[src/rtl/core/mp2d_pkg.sv]
// Package for the 2-D max pooling core.
// Holds register indexes, field widths, reset values, the controller state type
// and the command and status structs shared by the controller and the datapath.
package mp2d_pkg;

    localparam int CFG_INDEX_W  = 3;
    localparam int CFG_DATA_W   = 11;
    localparam int POOL_FIELD_W = 3;
    localparam int DIM_FIELD_W  = 9;
    localparam int CHAN_FIELD_W = 11;
    localparam int CHAN_W       = 10;
    localparam int MAX_CHANNELS = 1024;

    localparam logic [CFG_INDEX_W-1:0] REG_POOL_SIZE     = 3'd0;
    localparam logic [CFG_INDEX_W-1:0] REG_STRIDE_STEP   = 3'd1;
    localparam logic [CFG_INDEX_W-1:0] REG_IMAGE_HEIGHT  = 3'd2;
    localparam logic [CFG_INDEX_W-1:0] REG_IMAGE_WIDTH   = 3'd3;
    localparam logic [CFG_INDEX_W-1:0] REG_CHANNEL_COUNT = 3'd4;

    localparam logic [POOL_FIELD_W-1:0] RESET_POOL_SIZE     = 3'd2;
    localparam logic [POOL_FIELD_W-1:0] RESET_STRIDE_STEP   = 3'd2;
    localparam logic [DIM_FIELD_W-1:0]  RESET_IMAGE_HEIGHT  = 9'd28;
    localparam logic [DIM_FIELD_W-1:0]  RESET_IMAGE_WIDTH   = 9'd28;
    localparam logic [CHAN_FIELD_W-1:0] RESET_CHANNEL_COUNT = 11'd1;

    typedef enum logic [1:0] {
        ST_IDLE,
        ST_READ,
        ST_DRAIN,
        ST_EMIT
    } t_state;

    typedef struct packed {
        logic accept;
        logic rd_issue;
        logic push;
        logic out_load;
    } t_cmd;

    typedef struct packed {
        logic row_emit;
        logic rd_last;
        logic col_emit;
        logic out_free;
    } t_status;

endpackage

[src/rtl/core/mp2d_ctrl.sv]
// Sequencing state machine for the max pooling core.
// Depends on mp2d_pkg for the state type and the command and status structs.
module mp2d_ctrl import mp2d_pkg::*; (
    input  logic    i_clk,
    input  logic    i_rst_n,
    input  logic    i_valid,
    output logic    o_stall,
    input  t_status i_status,
    output t_cmd    o_cmd
);

    t_state r_state;
    t_state n_state;

    always_ff @(posedge i_clk) begin
        if (!i_rst_n) begin
            r_state <= ST_IDLE;
        end else begin
            r_state <= n_state;
        end
    end

    always_comb begin
        n_state = r_state;
        o_cmd   = '0;
        o_stall = 1'b1;
        unique case (r_state)
            ST_IDLE: begin
                o_stall = 1'b0;
                if (i_valid) begin
                    o_cmd.accept = 1'b1;
                    if (i_status.row_emit) begin
                        n_state = ST_READ;
                    end
                end
            end
            ST_READ: begin
                o_cmd.rd_issue = 1'b1;
                if (i_status.rd_last) begin
                    n_state = ST_DRAIN;
                end
            end
            ST_DRAIN: begin
                o_cmd.push = 1'b1;
                n_state    = i_status.col_emit ? ST_EMIT : ST_IDLE;
            end
            ST_EMIT: begin
                if (i_status.out_free) begin
                    o_cmd.out_load = 1'b1;
                    n_state        = ST_IDLE;
                end
            end
            default: begin
                n_state = ST_IDLE;
            end
        endcase
    end

endmodule

[config.mk]
export PLATFORM = sky130hd
export DESIGN_NAME = mp2d_ctrl
export DESIGN_NICKNAME = d
export VERILOG_FILES = /design/src/rtl/core/mp2d_pkg.sv /design/src/rtl/core/mp2d_ctrl.sv
export SDC_FILE = /design/constraint.sdc
export NUM_CORES = 1
export LEC_CHECK = 0
export BUFFER_PORTS_ARGS = -buffer_cell sky130_fd_sc_hd__buf_2
export CAP_MARGIN = 10
export CORE_AREA = 2 2 39 41
export CTS_BUF_LIST = sky130_fd_sc_hd__clkbuf_4 sky130_fd_sc_hd__clkbuf_8 sky130_fd_sc_hd__clkbuf_16
export CTS_CLUSTER_SIZE = 14
export DETAILED_ROUTE_END_ITERATION = 8
export DIE_AREA = 0 0 41 43
export GPL_TIMING_DRIVEN = 0
export PLACE_DENSITY = 0.38
export SLEW_MARGIN = 20
export SYNTH_ARGS = -nofsm -noshare
export SYNTH_HDL_FRONTEND = slang
export SYNTH_SLANG_ARGS = --single-unit
[constraint.sdc]
create_clock -name i_clk -period 1.8 [get_ports i_clk]
set_clock_uncertainty 0.05 [all_clocks]
set_input_delay 0.54 -clock i_clk [delete_from_list [all_inputs] [get_ports i_clk]]
set_output_delay 0.54 -clock i_clk [all_outputs]
set_load 0.05 [all_outputs]
==> out/metrics.cfg <==
[route]
routedWlPerCell_um=7.39
drc=0
via_count=163
dr.pass1.iters=3
antenna_left=0
drt-vias-per-instance=3.54
drt-total-wl_um=340
drt_iter0_drc=1

[floorplanning]
start_util=0.102
core.rowCount=14
num_io_pins=12
dieArea_mm2=0.00176
die_h_um=43
die_x_um=41
core_area_mm2=0.00138

[layout]
regMostFlops=r_state
top_regs=r_state: 2 flops
area_growth_pct=81.4
fin_nets=39
antenna_cells=0
largest_reg_flops=2
drive_gt1_frac=0.633
n_fill_cell=146
instances_no_fill=46

[sta]
timing.slew.headroom=0.834
tns_ns=0
slew_violations=0
max_freq_ghz=0.591
rsz0062_at_grt=false
hold_violations=0
max_slew.worst_pin.slew_ns=0.251
period_minus_slack_ns=1.69
timing.final.crit_share=0.939
setup_viol=0

[critical_path]
cp_data_arrival_time_ns=1.10
crit_type=reg -> out
startpoint_type=flip-flop
slowest_delay_ns=0.44
crit_cells=2
rr_worst_depth=2
setup.worst_path.end_class=output port
cp_cell_sequence=and3_1, buf_2
cp_top_family=flip-flops
cp.required_ns=1.21
slowest_stage=dfxtp_1
worstPathMaxFanout=7
path_buf_inv=1

[synth]
netlist_area_um2=141
yosys.area.top_type=dfxtp_1
syn_nets=23
ys_seq_area_frac=0.283
synth_top_area_frac=0.283
yosysWarnings=0
synth.avg_cell_area_um2=8.84
ys_types=13
ys_ff_latch=2
ys_top_cells_by_area=dfxtp_1 28%, a221oi_2 11%, mux2_4 11%
synthCells=16

[placement]
gp_congestion=0.630
port_buffers=11
place_inst=43

[power]
irDropWorstVdd_mv=0.231
power_density_mw_per_mm2=943
leakagePower_nw=0.131

[clock_tree]
clk_path_buf_depth=2
cts_made_buffers=3
cts.sinks=2
htree_num_levels=1
clkSlewWorstSetupHoldPaths_ns=0.03
cts_setup_buffers=0
clock_latency_ns=0.22
cts_tree=done
cts_root_buf=clkbuf_4

[grt]
overflow=0
grt_max_degree=10
grt_usage=0.0441
grt_pass1_wl_um=483
antenna_found_initial=0
grt_pass1_vias=134

[status]
status=completed

[hold_path]
worstHoldPathType=reg -> reg
hold_depth=2

[flow_run]
maxCapViolCount=0

path summary, 6_finish.rpt:
kind / endpoint / start / slack (ns)
worst max-delay path: o_cmd[0] / r_state[0] / 0.11
worst min-delay path: r_state[1] / r_state[1] / 0.49
worst max register to register: r_state[0] / r_state[1] / 0.76
worst min register to register: r_state[1] / r_state[1] / 0.49
per-layer routing:
metal / vias to the layer above / GRT usage / wire (um)
met5: - / 0 / 0
met4: 0 / 0.0200 / 0
met3: 0 / 0.0471 / 49
met2: 11 / 0.0469 / 127
met1: 68 / 0.0543 / 162
li1: 84 / - / -
worst min-delay path, delay by kind of cell, from the launching register on:
kind	cells	cell delay (ns)
compound gates	1	0.08
flops	1	0.35
simple gates	1	0.08
kinds of logic after synthesis:
family	share of synthesized area
AND/OR/NAND/NOR	0.354
AO/OA/AOI/OAI	0.203
flip-flops	0.283
buffers and inverters	0.0531
multiplexers	0.106
timing repair:
action                     CTS  global route
hold buffers                 0             0
cloned                       0             0
setup endpoints to repair    1             1
gates resized for setup      1             3
power by group:
group	internal [W]	switching (W)	total (W)	leakage [nW]
clock network	0.0000735	0.0000242	0.0000976	0.0138
registers	0.0000493	0.00000801	0.0000573	0.0169
logic	0.0000327	0.0000543	0.0000871	0.101
total	0.000155	0.0000865	0.000242	0.131
cell usage after synthesis (all sizes together):
cell type,count
inv,2
a221oi,1
nor2,1
and3,1
dfxtp,2
and2b,1
or2,1
a21oi,1
nor2b,1
a311oi,1
mux2,1
nand3b,1
nand2b,2
cell usage in the layout (no fill, tap or decap):
| cell | n |
|---|---|
| nor2b_1 | 1 |
| and3_1 | 1 |
| or2_4 | 1 |
| nand2b_1 | 2 |
| clkbuf_4 | 3 |
| dfxtp_1 | 1 |
| and2b_1 | 1 |
| nor2_4 | 1 |
| a311oi_1 | 1 |
| buf_2 | 10 |
| mux2_4 | 1 |
| buf_6 | 1 |
| inv_1 | 2 |
| a21oi_1 | 1 |
| a221oi_2 | 1 |
| nand3b_1 | 1 |
| dfxtp_2 | 1 |
layout make-up:
class                   instances  area [um^2]  area share
well taps                      16         20.0      0.0780
clock buffers                   3         22.5      0.0878
multi-input cells              12          104       0.405
inverters                       2         7.51      0.0293
repair buffers                 11         61.3       0.239
flip-flops and latches          2         41.3       0.161
through the flow:
stage	cell area (um^2)	setup WS, ns	utilization	power (W)	hold WS [ns]
final	256	0.109	0.185	0.000242	0.494
after global placement	224	0.177	0.162	0.000140	0.521
after CTS	249	0.00186	0.180	0.000244	0.520
after detailed placement	224	0.183	0.162	0.000139	0.514
after floorplan	149	0.0587	-	0.000119	0.458
after global routing	256	0.0563	0.185	0.000263	0.525
No activity file was read; power rests on OpenSTA's default activity.
